--- src/complex_arithmetic_unit_defines.svh ---
// Assertion helpers used by the top-level file of this block.
`ifndef COMPLEX_ARITHMETIC_UNIT_DEFINES_SVH
`define COMPLEX_ARITHMETIC_UNIT_DEFINES_SVH

// Same-cycle implication, masked while reset is asserted.
`define CAU_ASSERT_IMPL(lbl, clk, rstn, pre, post, msg) \
  lbl: assert property (@(posedge clk) disable iff (!(rstn)) (pre) |-> (post)) \
    else $error(msg);

// Next-cycle implication, checked through reset as well.
`define CAU_ASSERT_NEXT(lbl, clk, pre, post, msg) \
  lbl: assert property (@(posedge clk) (pre) |=> (post)) \
    else $error(msg);

`endif

--- src/cau_pkg.sv ---
`timescale 1ns / 1ps
package cau_pkg;

  localparam logic [2:0] OP_ADD   = 3'd0;
  localparam logic [2:0] OP_SUB   = 3'd1;
  localparam logic [2:0] OP_MUL   = 3'd2;
  localparam logic [2:0] OP_DIV   = 3'd3;
  localparam logic [2:0] OP_CONJ  = 3'd4;
  localparam logic [2:0] OP_MOD   = 3'd5;
  localparam logic [2:0] OP_SCALE = 3'd6;
  localparam logic [2:0] OP_DIVR  = 3'd7;

  localparam logic [1:0] ST_OK  = 2'd0;
  localparam logic [1:0] ST_DZ  = 2'd1;
  localparam logic [1:0] ST_SAT = 2'd2;

  // Per-transaction control that rides along the divider chain.
  typedef struct packed {
    logic is_div;
    logic div_zero;
    logic eq;
    logic neg_re;
    logic neg_im;
    logic ovf_re;
    logic ovf_im;
  } cau_ctrl_t;

endpackage

--- src/cau_div_stage.sv ---
`timescale 1ns / 1ps
module cau_div_stage #(
  parameter int W   = 32,
  parameter int F   = 16,
  parameter int BIT = 0
) (
  input  logic                  clk,
  input  logic                  rst_n,
  input  logic                  adv,
  input  logic                  d_valid,
  input  cau_pkg::cau_ctrl_t    d_ctrl,
  input  logic signed [2*W+1:0] d_sre,
  input  logic signed [2*W+1:0] d_sim,
  input  logic [2*W+F-1:0]      d_r_re,
  input  logic [2*W+F-1:0]      d_r_im,
  input  logic [2*W-1:0]        d_den,
  input  logic [W-1:0]          d_q_re,
  input  logic [W-1:0]          d_q_im,
  output logic                  q_valid,
  output cau_pkg::cau_ctrl_t    q_ctrl,
  output logic signed [2*W+1:0] q_sre,
  output logic signed [2*W+1:0] q_sim,
  output logic [2*W+F-1:0]      q_r_re,
  output logic [2*W+F-1:0]      q_r_im,
  output logic [2*W-1:0]        q_den,
  output logic [W-1:0]          q_q_re,
  output logic [W-1:0]          q_q_im
);
  localparam int UW = 2 * W + F;

  logic [UW-1:0] dsh;
  logic          fit_re, fit_im;
  logic [W-1:0]  qre_nxt, qim_nxt;

  // restoring step: one quotient bit per lane
  assign dsh    = UW'(d_den) << BIT;
  assign fit_re = (d_r_re >> BIT) >= UW'(d_den);
  assign fit_im = (d_r_im >> BIT) >= UW'(d_den);

  always_comb begin
    qre_nxt = d_q_re;
    qim_nxt = d_q_im;
    qre_nxt[BIT] = fit_re;
    qim_nxt[BIT] = fit_im;
  end

  always_ff @(posedge clk) begin
    if (!rst_n) begin
      q_valid <= 1'b0;
    end else if (adv) begin
      q_valid <= d_valid;
    end
    if (adv) begin
      q_ctrl <= d_ctrl;
      q_sre  <= d_sre;
      q_sim  <= d_sim;
      q_r_re <= fit_re ? d_r_re - dsh : d_r_re;
      q_r_im <= fit_im ? d_r_im - dsh : d_r_im;
      q_den  <= d_den;
      q_q_re <= qre_nxt;
      q_q_im <= qim_nxt;
    end
  end

endmodule

--- config.mk ---
export PLATFORM = sky130hd
export DESIGN_NAME = cau_div_stage
export DESIGN_NICKNAME = d
export VERILOG_FILES = /design/src/complex_arithmetic_unit_defines.svh /design/src/cau_pkg.sv /design/src/cau_div_stage.sv
export SDC_FILE = /design/constraint.sdc
export NUM_CORES = 1
export LEC_CHECK = 0
export ABC_AREA = 1
export BUFFER_PORTS_ARGS = -buffer_cell sky130_fd_sc_hd__buf_2
export CAP_MARGIN = 40
export CORE_AREA = 3 3 332 334
export DETAILED_ROUTE_END_ITERATION = 7
export DIE_AREA = 0 0 335 337
export HOLD_SLACK_MARGIN = 0.05
export MAX_ROUTING_LAYER = met4
export PLACE_DENSITY = 0.57
export SLEW_MARGIN = 10
export SYNTH_ARGS = -nofsm -noshare
export SYNTH_HDL_FRONTEND = slang
export SYNTH_SLANG_ARGS = --single-unit
--- constraint.sdc ---
create_clock -name clk -period 7.6 [get_ports clk]
set_clock_uncertainty 0.2 [all_clocks]
set_input_delay 0.38 -clock clk [delete_from_list [all_inputs] [get_ports clk]]
set_output_delay 0.38 -clock clk [all_outputs]
set_load 0.01 [all_outputs]
==> results of run 1 <==
-- through the flow --
step,util [%],instance area [sq um],cells
floorplan,-,29600,4212
global placement,33.1,35500,6448
detailed placement,33.2,35600,6451
CTS,38.7,41500,6967
global route,38.8,41600,6982
finish,38.8,41600,6984
-- sequential cells by signal, summed over array words and instances, names as in the netlist --
register,cells
q_ctrl,7
q_den,64
q_q_im,32
q_q_re,32
q_r_im,80
q_r_re,80
q_sim,66
q_sre,66
q_valid,1
-- worst max path at each step --
| stage | from | end | slack, ns | depth (start not counted) |
|---|---|---|---|---|
| 3_5_place_dp | d_den[0] | q_r_re[49] | 3.29 | 16 |
| 4_1_cts | d_den[0] | q_r_re[49] | 3.40 | 17 |
| 3_3_place_gp | d_den[0] | q_r_re[49] | 3.34 | 16 |
| 5_1_grt | d_den[0] | q_r_re[49] | 3.24 | 17 |
| 6_report | d_den[0] | q_r_re[49] | 3.36 | 17 |
| 2_1_floorplan | d_r_im[0] | q_r_im[22] | 4.85 | 19 |
-- critical path, cell delays in order --
cell                            delay [ns]
sky130_fd_sc_hd__dlygate4sd3_1        0.53
sky130_fd_sc_hd__buf_2                0.15
sky130_fd_sc_hd__ha_1                 0.24
sky130_fd_sc_hd__fa_1                 0.43
sky130_fd_sc_hd__inv_2                0.14
sky130_fd_sc_hd__nand3_1              0.09
sky130_fd_sc_hd__nand3_2              0.16
sky130_fd_sc_hd__nand2_1              0.09
sky130_fd_sc_hd__nand2_2              0.17
sky130_fd_sc_hd__nand2_1              0.07
sky130_fd_sc_hd__nand3_1              0.29
sky130_fd_sc_hd__nand2_1              0.21
sky130_fd_sc_hd__nand3_2              0.16
sky130_fd_sc_hd__nand2_1              0.10
sky130_fd_sc_hd__nand2_4              0.63
sky130_fd_sc_hd__nand3_1              0.46
sky130_fd_sc_hd__nand2_1              0.17
-- logic make-up after synthesis --
family                     Yosys count
xor gates and xnor gates            72
buffers and inverters              930
AOI/OAI and AO/OA                  145
adders and majority gates          130
and+or+nand+nor                   2507
DFF                                428
-- power by group through the flow --
stage          clock network, mW  logic (mW)  registers, mW
2_1_floorplan                  0       0.857           3.14
3_3_place_gp                   0        2.03           3.02
3_5_place_dp                   0        2.03           3.02
4_1_cts                     2.65        2.23           2.98
5_1_grt                     2.72        2.40           3.00
6_report                    2.58        2.22           2.98
-- metal layers --
metal | vias up | share of wire [%]
li1 | 15512 | -
met1 | 15043 | 39
met2 | 1085 | 50
met3 | 268 | 4.9
met4 | 0 | 6.1
met5 | - | 0
-- layout by cell type (no fill, tap or decap), types with 20 or more instances in the layout --
master	n
sky130_fd_sc_hd__xor2_1	69
sky130_fd_sc_hd__inv_2	23
sky130_fd_sc_hd__nand3b_1	27
sky130_fd_sc_hd__clkbuf_16	51
sky130_fd_sc_hd__a21oi_2	20
sky130_fd_sc_hd__ha_1	128
sky130_fd_sc_hd__edfxtp_1	427
sky130_fd_sc_hd__nand3_1	152
sky130_fd_sc_hd__nand2_1	1861
sky130_fd_sc_hd__inv_1	874
sky130_fd_sc_hd__dlygate4sd3_1	422
sky130_fd_sc_hd__buf_2	855
sky130_fd_sc_hd__a21oi_1	102
sky130_fd_sc_hd__nor2_1	339
sky130_fd_sc_hd__nand4_1	65
-- area by class of cell --
type | count | area [sq um]
antenna | 16 | 40.0
timing repair buffer | 1289 | 8690
fill | 11550 | 65600
clock buffer | 57 | 1300
sequential | 428 | 12800
clock inverter | 37 | 428
inverter | 900 | 3380
multi-input combinational | 2854 | 13200
tap | 1403 | 1760
==> results.rst, run 1 <==
.. list-table::
   :header-rows: 1

   * - Metric
     - Value
   * - Result of the run
     - finished clean
   * - Final Power
     - 7.78 mW
   * - Max cap viols
     - 0
   * - Final total negative setup slack
     - 0 ns
   * - Hold Worst Slack
     - 0.0874 ns
   * - Post-CTS setup-driven buffer insertion count
     - 0
   * - Nets
     - 6085
   * - Period minus WS final
     - 4.24 ns
   * - Power dissipated by switching net loads
     - 2.67 mW
   * - HPWL reported at the end of detailed placement
     - 146000 um
   * - Antenna-violating nets left
     - 0
   * - Number of hold-repair buffers added at the cts stage
     - 422
   * - Final hold violation count
     - 0
   * - Remaining max-slew budget at the tightest pin
     - 28.3%
   * - Post-synthesis cell count
     - 4212
   * - Synthesized-area fraction occupied by xor and xnor cells
     - 2.13%
   * - Initial core utilization
     - 27.6%
   * - Core area
     - 107000 sq um
   * - EDFF count, synth
     - 427
   * - CTS tree
     - yes
   * - Post-route worst setup slack
     - 3.36 ns
   * - Start of the worst register-to-register path
     - q_valid
   * - Synthesized area per cell
     - 7.03 sq um
   * - Global routing usage on met2
     - 53.4%
   * - Vias in the first global route
     - 32132
   * - Instance count along the most critical hold path
     - 3
   * - Count of state elements after synthesis
     - 428
   * - Most common cell in the netlist
     - sky130_fd_sc_hd__nand2_1
   * - R2r worst-path depth
     - 3
   * - Count of buffers from port buffering
     - 856
   * - Global placer's final weighted congestion
     - 0.978
   * - Critical path capture point type
     - register
   * - Area share of fa/ha/maj cells after synthesis
     - 5.54%
   * - Achievable clock frequency
     - 236 MHz
   * - Power Density
     - 187 nW/um^2
   * - Clock latency on the worst-skew pair
     - 0.64 ns
   * - Minimum setup slack after placement
     - 3.29 ns
   * - Pin count of the biggest net entering global routing
     - 164
   * - GR Overflow Total
     - 0
   * - Chip height
     - 337 um
   * - Wirelength, routed
     - 171000 um
   * - Hold Path Origin
     - d_r_re[64]
   * - Number of core rows
     - 120
   * - Most utilized layer in the global route result
     - met2
   * - Buffers from clock root to sink, at most
     - 3
   * - Horizontal die dimension
     - 335 um
   * - Clock transition at the registers of the reported paths
     - 0.06 ns
   * - Iteration count of the initial detailed-routing pass
     - 5
   * - Design internal power
     - 5.11 mW
   * - Clock sink total
     - 428
   * - Number of library cell types mapped by synthesis
     - 35
   * - Total number of vias
     - 31908
   * - Cell type with the highest aggregate area in the netlist
     - sky130_fd_sc_hd__edfxtp_1
   * - Share of synthesized flip-flops with an asynchronous set or reset
     - 0%
   * - Share of layout cells above drive strength 1
     - 18.5%
   * - Wire per inst
     - 24.5 um
   * - Slew @ Worst Pin
     - 1.08 ns
   * - Number of buffers inserted during clock tree synthesis
     - 51
   * - Total I/O pin count
     - 859
   * - Die outline area
     - 113000 sq um
   * - Setup repair after global routing missed its margin
     - no
   * - Cell types with the largest area share after synthesis
     - sky130_fd_sc_hd__edfxtp_1, sky130_fd_sc_hd__nand2_1, sky130_fd_sc_hd__inv_1
   * - Post-synthesis instance area
     - 29600 sq um
   * - Met3 track utilization from global routing
     - 3.97%
   * - Count of endpoints failing setup in the final report
     - 0
   * - Clock share of power
     - 33.1%
   * - Yosys top cell area share
     - 43.3%
   * - Portion of the clock cycle consumed by the worst path in the final layout
     - 55.9%
   * - Data required time of the worst path
     - 7.89 ns
   * - Largest fanout on the critical path
     - 67
   * - Number of antenna violations at the first check in global routing
     - 21
   * - Violation count after the first detailed-route iteration
     - 2200
   * - CTS HTree Levels
     - 2
   * - Sw frac
     - 34.4%
   * - Wire length of the first global-routing pass
     - 233000 um
   * - Total DRC errors in the routed layout
     - 0
   * - Simple-Gate Fraction of Synth Area
     - 34.0%
   * - Clock Tree Root
     - sky130_fd_sc_hd__clkbuf_16
   * - Combinational family with the most area after synthesis
     - simple AND/OR/NAND/NOR gates
   * - Resized Gates After CTS
     - 0
   * - Number of warning messages in the yosys log
     - 0
   * - Post-detailed-route via-to-cell ratio
     - 4.57
   * - Fraction of synthesized area in multiplexers
     - 0%
   * - Hold Crit Class
     - primary input to register
   * - Startpoint-to-endpoint class of the critical path
     - primary input to register
   * - Global-route usage over all layers
     - 30.3%
   * - Max-slew violations
     - 0
   * - Worst reg2reg endpoint
     - q_valid
   * - Most common flop cell mapped by yosys
     - sky130_fd_sc_hd__edfxtp_1
   * - Met1 routing resource usage after global routing
     - 33.5%
   * - Number of nets produced by synthesis
     - 4773
   * - Commonest cells in the netlist
     - sky130_fd_sc_hd__nand2_1, sky130_fd_sc_hd__inv_1, sky130_fd_sc_hd__edfxtp_1, sky130_fd_sc_hd__nor2_1, sky130_fd_sc_hd__nand3_1
   * - Worst-case vdd ir drop
     - 0.000186 V
   * - Reg2Reg Setup Slack
     - 6.17 ns
   * - Post-synthesis to final-layout area growth
     - 40.5%
   * - Fraction of power consumed by sequential logic
     - 38.3%
   * - Sequential fraction of the synthesis area
     - 43.4%
   * - Synth Area in Compound Gates
     - 2.79%
   * - End point of the most critical hold path
     - q_r_re[64]
   * - Arrival time at the worst endpoint
     - 4.54 ns
   * - Leakage
     - 21.6 nW
   * - Portion of total power attributed to combinational logic
     - 28.5%
   * - Category of the worst setup path launch point
     - primary input
Note: power is estimated with default switching activity, not from simulation.
==> run 2, diff against run 1 <==
Settings changed: ABC_AREA 1 to 0, PLACE_DENSITY 0.57 to 0.52.
Clock period 7.6 ns to 3.4 ns, I/O delays scaled along.
==> results.rst, run 2 <==
.. list-table::
   :header-rows: 1

   * - Metric
     - Value
   * - Max-slew violations
     - 0 (unchanged)
   * - Reg2Reg Setup Slack
     - 2.01 ns (was 6.17 ns)
   * - CTS tree
     - yes (unchanged)
   * - Share of layout cells above drive strength 1
     - 37.0% (was 18.5%)
   * - Core area
     - 107000 sq um (unchanged)
   * - Clock latency on the worst-skew pair
     - 0.65 ns (was 0.64 ns)
   * - Setup repair after global routing missed its margin
     - yes (was no)
   * - Achievable clock frequency
     - 295 MHz
   * - Post-synthesis to final-layout area growth
     - 80.5% (was 40.5%)
   * - Cell with the biggest individual delay on the critical path
     - sky130_fd_sc_hd__dlygate4sd3_1 (was sky130_fd_sc_hd__nand2_4)
   * - Finished Core Util
     - 39.4% (was 38.8%)
   * - Violation count after the first detailed-route iteration
     - 1580 (was 2200)
   * - Most common cell after layout, fill and taps aside
     - sky130_fd_sc_hd__buf_2 (was sky130_fd_sc_hd__nand2_1)
   * - Post-synthesis instance area
     - 23400 sq um (was 29600 sq um)
   * - Final total negative setup slack
     - 0 ns (unchanged)
   * - Global-route usage over all layers
     - 22.6% (was 30.3%)
   * - Data required time of the worst path
     - 3.65 ns (was 7.89 ns)
   * - EDFF count, synth
     - 427 (unchanged)
   * - Iteration count of the initial detailed-routing pass
     - 7 (was 5)
   * - Clock transition at the registers of the reported paths
     - 0.07 ns (was 0.06 ns)
   * - Count of endpoints failing setup in the final report
     - 0 (unchanged)
   * - GR Overflow Total
     - 0 (unchanged)
   * - Number of filler instances in the final layout
     - 10576 (was 11550)
   * - Commonest cells in the netlist
     - sky130_fd_sc_hd__edfxtp_1, sky130_fd_sc_hd__nand2_1, sky130_fd_sc_hd__a21oi_1, sky130_fd_sc_hd__o21ai_0, sky130_fd_sc_hd__ha_1 (was sky130_fd_sc_hd__nand2_1, sky130_fd_sc_hd__inv_1, sky130_fd_sc_hd__edfxtp_1, sky130_fd_sc_hd__nor2_1, sky130_fd_sc_hd__nand3_1)
   * - Count of state elements after synthesis
     - 428 (unchanged)
   * - Power Density
     - 435 nW/um^2 (was 187 nW/um^2)
   * - Final hold violation count
     - 11 (was 0)
   * - Placed Instances
     - 4831 (was 6451)
   * - Number of buffers and inverters on the critical path
     - 8 (was 3)
   * - Number of nets produced by synthesis
     - 2699 (was 4773)
   * - Total I/O pin count
     - 859 (unchanged)
   * - Number of antenna violations at the first check in global routing
     - 27 (was 21)
   * - Most common cell in the netlist
     - sky130_fd_sc_hd__edfxtp_1 (was sky130_fd_sc_hd__nand2_1)
   * - Wirelength, routed
     - 131000 um (was 171000 um)
   * - Worst-case vdd ir drop
     - 0.000371 V (was 0.000186 V)
   * - Portion of total power attributed to combinational logic
     - 27.2% (was 28.5%)
   * - Wire length of the first global-routing pass
     - 180000 um (was 233000 um)
   * - Clock sink total
     - 428 (unchanged)
   * - Yosys top cell area share
     - 54.9% (was 43.3%)
   * - Post-detailed-route via-to-cell ratio
     - 4.52 (was 4.57)
   * - Cell types with the largest area share after synthesis
     - sky130_fd_sc_hd__edfxtp_1, sky130_fd_sc_hd__ha_1, sky130_fd_sc_hd__nand2_1 (was sky130_fd_sc_hd__edfxtp_1, sky130_fd_sc_hd__nand2_1, sky130_fd_sc_hd__inv_1)
   * - Category of the worst setup path launch point
     - primary input (unchanged)
   * - Leakage
     - 18.1 nW (was 21.6 nW)
   * - CTS HTree Levels
     - 2 (unchanged)
   * - Design internal power
     - 12.8 mW (was 5.11 mW)
   * - Max cap viols
     - 0 (unchanged)
   * - Synthesized area per cell
     - 10.9 sq um (was 7.03 sq um)
   * - Die outline area
     - 113000 sq um (unchanged)
   * - Count of buffers from port buffering
     - 856 (unchanged)
   * - Most common flop cell mapped by yosys
     - sky130_fd_sc_hd__edfxtp_1 (unchanged)
   * - Pin count of the biggest net entering global routing
     - 78 (was 164)
   * - Sequential fraction of the synthesis area
     - 55.0% (was 43.4%)
   * - Total DRC errors in the routed layout
     - 0 (unchanged)
   * - Cell type with the highest aggregate area in the netlist
     - sky130_fd_sc_hd__edfxtp_1 (unchanged)
   * - Period minus WS final
     - 3.39 ns
   * - Post-synthesis cell count
     - 2138 (was 4212)
   * - Critical path capture point type
     - register (unchanged)
   * - Number of library cell types mapped by synthesis
     - 88 (was 35)
   * - Sw frac
     - 30.0% (was 34.4%)
   * - Arrival time at the worst endpoint
     - 3.64 ns (was 4.54 ns)
   * - HPWL reported at the end of detailed placement
     - 102000 um (was 146000 um)
   * - Antenna-violating nets left
     - 0 (unchanged)
   * - Number of buffers inserted during clock tree synthesis
     - 55 (was 51)
   * - Power dissipated by switching net loads
     - 5.51 mW (was 2.67 mW)
   * - Vias in the first global route
     - 26130 (was 32132)
   * - Horizontal die dimension
     - 335 um (unchanged)
   * - Chip height
     - 337 um (unchanged)
   * - Violated checks
     - negative hold slack
   * - Hold Worst Slack
     - -0.365 ns (was 0.0874 ns)
   * - Registers with the most flip-flops
     - q_r_im (80), q_r_re (80) (unchanged)
   * - Portion of the clock cycle consumed by the worst path in the final layout
     - 99.7%
   * - Initial core utilization
     - 21.8% (was 27.6%)
   * - Fraction of power consumed by sequential logic
     - 36.6% (was 38.3%)
   * - Clock share of power
     - 36.2% (was 33.1%)
   * - Number of core rows
     - 120 (unchanged)
   * - Buffers from clock root to sink, at most
     - 3 (unchanged)
   * - Number of warning messages in the yosys log
     - 0 (unchanged)
   * - Most frequent cell on the critical path
     - sky130_fd_sc_hd__buf_4 (was sky130_fd_sc_hd__nand2_1)
   * - Share of synthesized flip-flops with an asynchronous set or reset
     - 0% (unchanged)
   * - Series of cell instances along the critical path
     - dlygate4sd3_1 -> buf_2 -> ha_1 -> buf_4 -> nand2_1 -> buf_4 -> nor3_4 -> and4_1 -> a21boi_4 -> nor4_1 -> buf_4 -> o21ai_4 -> o22ai_4 -> buf_4 -> buf_12 -> buf_4 -> o41ai_1 (was dlygate4sd3_1 -> buf_2 -> ha_1 -> fa_1 -> inv_2 -> nand3_1 -> nand3_2 -> nand2_1 -> nand2_2 -> nand2_1 -> nand3_1 -> nand2_1 -> nand3_2 -> nand2_1 -> nand2_4 -> nand3_1 -> nand2_1)
   * - Global placer's final weighted congestion
     - 0.942 (was 0.978)
   * - Dominant delay contributor by cell family on the critical path
     - buffers and inverters (was simple AND/OR/NAND/NOR gates)
   * - Result of the run
     - finished with violations (was finished clean)
   * - Largest fanout on the critical path
     - 12 (was 67)
   * - Wire per inst
     - 23.4 um (was 24.5 um)
   * - Startpoint-to-endpoint class of the critical path
     - primary input to register (unchanged)
   * - Slew @ Worst Pin
     - 0.851 ns (was 1.08 ns)
   * - Clock Tree Root
     - sky130_fd_sc_hd__clkbuf_16 (unchanged)
   * - Total number of vias
     - 25463 (was 31908)
   * - Hold Crit Class
     - primary input to register (unchanged)
   * - Nets
     - 4719 (was 6085)
   * - Top library cells by usage in the layout, fill and taps aside
     - sky130_fd_sc_hd__buf_2, sky130_fd_sc_hd__dlygate4sd3_1, sky130_fd_sc_hd__buf_4, sky130_fd_sc_hd__edfxtp_1, sky130_fd_sc_hd__nand2_1 (was sky130_fd_sc_hd__nand2_1, sky130_fd_sc_hd__inv_1, sky130_fd_sc_hd__buf_2, sky130_fd_sc_hd__edfxtp_1, sky130_fd_sc_hd__dlygate4sd3_1)
   * - Fin cells
     - 5628 (was 6984)
   * - Remaining max-slew budget at the tightest pin
     - 43.3% (was 28.3%)
   * - Crit path largest cell delay
     - 0.55 ns (was 0.63 ns)
[run 2: what timing repair did]
| action | CTS | global route |
|---|---|---|
| setup buffers | 0 | 7 |
| endpoints found under the setup margin | 0 | 112 |
| endpoints found under the hold margin | 489 | 33 |
| resized for setup | 0 | 62 |
| hold buffers | 639 | 23 |
[run 2: path summary, 6_finish.rpt]
kind	end	cells past startpoint	startpoint
max	q_r_re[7]	17	d_r_re[25]
min	q_r_re[4]	3	d_r_re[4]
max reg2reg	q_valid	3	q_valid
min reg2reg	q_valid	3	q_valid
[run 2: layer usage]
| metal | track usage (%) | vias up | part of all wire, % |
|---|---|---|---|
| li1 | - | 12035 | - |
| met1 | 25.2 | 12334 | 39 |
| met2 | 39.4 | 879 | 50 |
| met3 | 4.17 | 215 | 5.8 |
| met4 | 10.1 | 0 | 5.1 |
| met5 | - | - | 0 |
[run 2: final cells by class]
class / count / area, sq um / share of cell area (%)
repair buffers: 2047 / 15100 / 35.8
inverters: 106 / 398 / 0.943
clock inverters: 46 / 652 / 1.55
well taps: 1403 / 1760 / 4.16
flip-flops and latches: 428 / 12800 / 30.4
multi-input cells: 1520 / 9990 / 23.7
diodes: 21 / 52.6 / 0.125
clock buffers: 57 / 1380 / 3.28
[run 2: cells by family after synthesis]
family	count (synthesis)	synth area share, %
compound gates	625	16.4
xor+xnor	148	5.55
mux	4	0.187
buf+inv	191	3.56
flops	428	55.0
simple gates	612	12.4
fa+ha+maj	130	7.03
[run 2: worst reg2reg max path: stages (launching register included)]
cell	delay [ns]
sky130_fd_sc_hd__dfxtp_1	0.31
sky130_fd_sc_hd__mux2i_1	0.14
sky130_fd_sc_hd__nor2b_1	0.07
sky130_fd_sc_hd__dlygate4sd3_1	0.55
[run 2: through the flow]
step	setup WS [ns]	cell area, sq um	hold WS [ns]	power, mW
2_1_floorplan	0.00640	23400	0.0689	8.54
6_report	0.0108	42200	-0.365	18.4
3_3_place_gp	-0.685	33000	0.147	11.1
3_5_place_dp	-0.629	33000	0.148	11.1
4_1_cts	0.00198	41500	-0.554	18.5
5_1_grt	-0.0225	42200	-0.389	19.2
[run 2: power groups by stage]
| stage | Combinational, mW | Sequential, mW | Clock [mW] |
|---|---|---|---|
| 2_1_floorplan | 1.48 | 7.06 | 0 |
| 3_3_place_gp | 4.32 | 6.82 | 0 |
| 3_5_place_dp | 4.31 | 6.81 | 0 |
| 4_1_cts | 4.93 | 6.72 | 6.84 |
| 5_1_grt | 5.37 | 6.76 | 7.04 |
| 6_report | 4.99 | 6.72 | 6.63 |
==> run 3, diff against run 2 <==
Settings changed: PLACE_DENSITY 0.52 to not set, PLACE_DENSITY_LB_ADDON set to 0.3.
Clock period 3.4 ns to 3.16 ns, I/O delays scaled along.
==> results.rst, run 3 (same netlist as run 2, synthesis figures left out) <==
.. list-table::
   :header-rows: 1

   * - Metric
     - Value
   * - Antenna-violating nets left
     - 0 (unchanged)
   * - Clock transition at the registers of the reported paths
     - 0.06 ns (was 0.07 ns)
   * - Fin cells
     - 5717 (was 5628)
   * - Wire length of the first global-routing pass
     - 179000 um (was 180000 um)
   * - GR Overflow Total
     - 0 (unchanged)
   * - Most frequent cell on the critical path
     - sky130_fd_sc_hd__buf_6 (was sky130_fd_sc_hd__buf_4)
   * - Violated checks
     - negative hold slack (unchanged)
   * - Violation count after the first detailed-route iteration
     - 1453 (was 1580)
   * - Registers with the most flip-flops
     - q_r_im (80), q_r_re (80) (unchanged)
   * - Clock Tree Root
     - sky130_fd_sc_hd__clkbuf_16 (unchanged)
   * - CTS HTree Levels
     - 2 (unchanged)
   * - Count of endpoints failing setup in the final report
     - 0 (unchanged)
   * - Pin count of the biggest net entering global routing
     - 87 (was 78)
   * - Total DRC errors in the routed layout
     - 0 (unchanged)
   * - Number of buffers inserted during clock tree synthesis
     - 53 (was 55)
   * - Crit path largest cell delay
     - 0.56 ns (was 0.55 ns)
   * - Series of cell instances along the critical path
     - buf_2 -> inv_2 -> ha_1 -> dlygate4sd3_1 -> buf_4 -> inv_1 -> o21bai_1 -> a21o_1 -> or3_4 -> a2111oi_4 -> buf_6 -> buf_6 -> nor4_1 -> o21ai_1 -> xnor2_1 (was dlygate4sd3_1 -> buf_2 -> ha_1 -> buf_4 -> nand2_1 -> buf_4 -> nor3_4 -> and4_1 -> a21boi_4 -> nor4_1 -> buf_4 -> o21ai_4 -> o22ai_4 -> buf_4 -> buf_12 -> buf_4 -> o41ai_1)
   * - Number of antenna violations at the first check in global routing
     - 32 (was 27)
   * - Met2 wire length
     - 65200 um (was 66300 um)
   * - Number of filler instances in the final layout
     - 10511 (was 10576)
   * - Area taken by flip-flops and latches
     - 12800 sq um (unchanged)
   * - Final total negative setup slack
     - 0 ns (unchanged)
   * - Hold Crit Class
     - primary input to register (unchanged)
   * - Data required time of the worst path
     - 3.34 ns (was 3.65 ns)
   * - Highest metal layer with signal wires
     - met4 (unchanged)
   * - Instance count along the most critical hold path
     - 1 (was 3)
   * - Finished Core Util
     - 39.8% (was 39.4%)
   * - Met3 routed WL
     - 8240 um (was 7580 um)
   * - Final design instance area without fill
     - 42600 sq um (was 42200 sq um)
   * - Nets
     - 4806 (was 4719)
   * - Wirelength, routed
     - 130000 um (was 131000 um)
   * - Worst-case vdd ir drop
     - 0.000392 V (was 0.000371 V)
   * - Met1 Routed Length
     - 49500 um (was 50900 um)
   * - Total I/O pin count
     - 859 (unchanged)
   * - HPWL reported at the end of detailed placement
     - 102000 um (about the same)
   * - Cell with the biggest individual delay on the critical path
     - sky130_fd_sc_hd__dlygate4sd3_1 (unchanged)
   * - Multi-input logic area
     - 9950 sq um (was 9990 sq um)
   * - Placement Cell Area
     - 33800 sq um (was 33000 sq um)
   * - Die outline area
     - 113000 sq um (unchanged)
   * - Arrival time at the worst endpoint
     - 3.24 ns (was 3.64 ns)
   * - Post-detailed-route via-to-cell ratio
     - 4.49 (was 4.52)
   * - Top library cells by usage in the layout, fill and taps aside
     - sky130_fd_sc_hd__buf_2, sky130_fd_sc_hd__dlygate4sd3_1, sky130_fd_sc_hd__buf_4, sky130_fd_sc_hd__edfxtp_1, sky130_fd_sc_hd__nand2_1 (unchanged)
   * - Clock latency on the worst-skew pair
     - 0.64 ns (was 0.65 ns)
   * - Dominant delay contributor by cell family on the critical path
     - buffers and inverters (unchanged)
   * - Number of buffers and inverters on the critical path
     - 7 (was 8)
   * - Vias in the first global route
     - 25973 (was 26130)
   * - Most common cell after layout, fill and taps aside
     - sky130_fd_sc_hd__buf_2 (unchanged)
   * - Post-synthesis to final-layout area growth
     - 82.5% (was 80.5%)
   * - Period minus WS final
     - 3.06 ns
   * - Chip height
     - 337 um (unchanged)
   * - Leakage
     - 18.5 nW (was 18.1 nW)
   * - Portion of the clock cycle consumed by the worst path in the final layout
     - 96.9%
   * - Share of layout cells above drive strength 1
     - 38.1% (was 37.0%)
   * - Iteration count of the initial detailed-routing pass
     - 5 (was 7)
   * - Final Power
     - 19.3 mW (was 18.4 mW)
   * - Remaining max-slew budget at the tightest pin
     - 58.7% (was 43.3%)
   * - Power Density
     - 453 nW/um^2 (was 435 nW/um^2)
   * - Post-route worst setup slack
     - 0.0992 ns (was 0.0108 ns)
   * - Startpoint-to-endpoint class of the critical path
     - primary input to register (unchanged)
   * - Count of buffers from port buffering
     - 856 (unchanged)
   * - Global placer's final weighted congestion
     - 0.962 (was 0.942)
   * - Number of core rows
     - 120 (unchanged)
   * - R2r worst-path depth
     - 3 (unchanged)
   * - Largest fanout on the critical path
     - 8 (was 12)
   * - Critical path capture point type
     - register (unchanged)
   * - Placed Instances
     - 4922 (was 4831)
   * - Hold Worst Slack
     - -0.433 ns (was -0.365 ns)
   * - Category of the worst setup path launch point
     - primary input (unchanged)
   * - Horizontal die dimension
     - 335 um (unchanged)
   * - Global-route usage over all layers
     - 22.4% (was 22.6%)
   * - Final hold violation count
     - 12 (was 11)
   * - Setup repair after global routing missed its margin
     - yes (unchanged)
   * - Core area
     - 107000 sq um (unchanged)
   * - Minimum setup slack after placement
     - -0.856 ns (was -0.629 ns)
   * - Achievable clock frequency
     - 327 MHz
   * - Buffers from clock root to sink, at most
     - 3 (unchanged)
   * - Result of the run
     - finished with violations (unchanged)
   * - Slew @ Worst Pin
     - 0.620 ns (was 0.851 ns)
   * - Clock sink total
     - 428 (unchanged)
   * - CTS tree
     - yes (unchanged)
   * - Max-slew violations
     - 0 (unchanged)
   * - Wire per inst
     - 22.7 um (was 23.4 um)
   * - Initial core utilization
     - 21.8% (unchanged)
   * - Total number of vias
     - 25651 (was 25463)
   * - Max cap viols
     - 0 (unchanged)
   * - Stages on the worst setup path
     - 15 (was 17)
-- run 3: changes by cell type in the layout (fill, tap and decap cells not counted), moves of 4 or more --
cell	delta
sky130_fd_sc_hd__clkbuf_1	+7
sky130_fd_sc_hd__bufinv_16	-4
sky130_fd_sc_hd__clkbuf_16	-4
sky130_fd_sc_hd__buf_4	+87
sky130_fd_sc_hd__clkinv_4	-5
-- run 3: path summary, 6_finish.rpt --
path         startpoint         end  slack [ns]
max           d_den[62]  q_r_im[68]         0.1
min            d_den[0]    q_den[0]       -0.43
max reg2reg     q_valid     q_valid        1.81
min reg2reg     q_valid     q_valid        0.87
-- run 3: layout make-up --
type	instances	share of cell area (%)
well taps	1403	4.12
diodes	24	0.141
inverters	106	0.933
flip-flops and latches	428	30.1
clock inverters	38	1.16
multi-input cells	1519	23.3
repair buffers	2137	37.0
clock buffers	62	3.19
-- run 3: power breakdown --
part	leakage [nW]	total, mW	switching [mW]	internal [mW]
Clock	0.890	6.57	2.71	3.86
Combinational	13.4	5.55	2.91	2.64
Sequential	4.19	7.20	0.204	7.00
Total	18.5	19.3	5.82	13.5
-- run 3: routing by layer --
metal | vias to the layer above | global-route usage (%)
met5 | - | -
met4 | 0 | 10.7
met3 | 226 | 4.82
met2 | 895 | 38.9
met1 | 12294 | 24.5
li1 | 12236 | -
-- run 3: timing repair --
action	CTS	global route
hold buffers	622	43
setup endpoints to repair	15	92
gates resized for setup	6	52
setup buffers	0	5
cloned	0	1
endpoints found under the hold margin	525	52
pin swaps	1	15
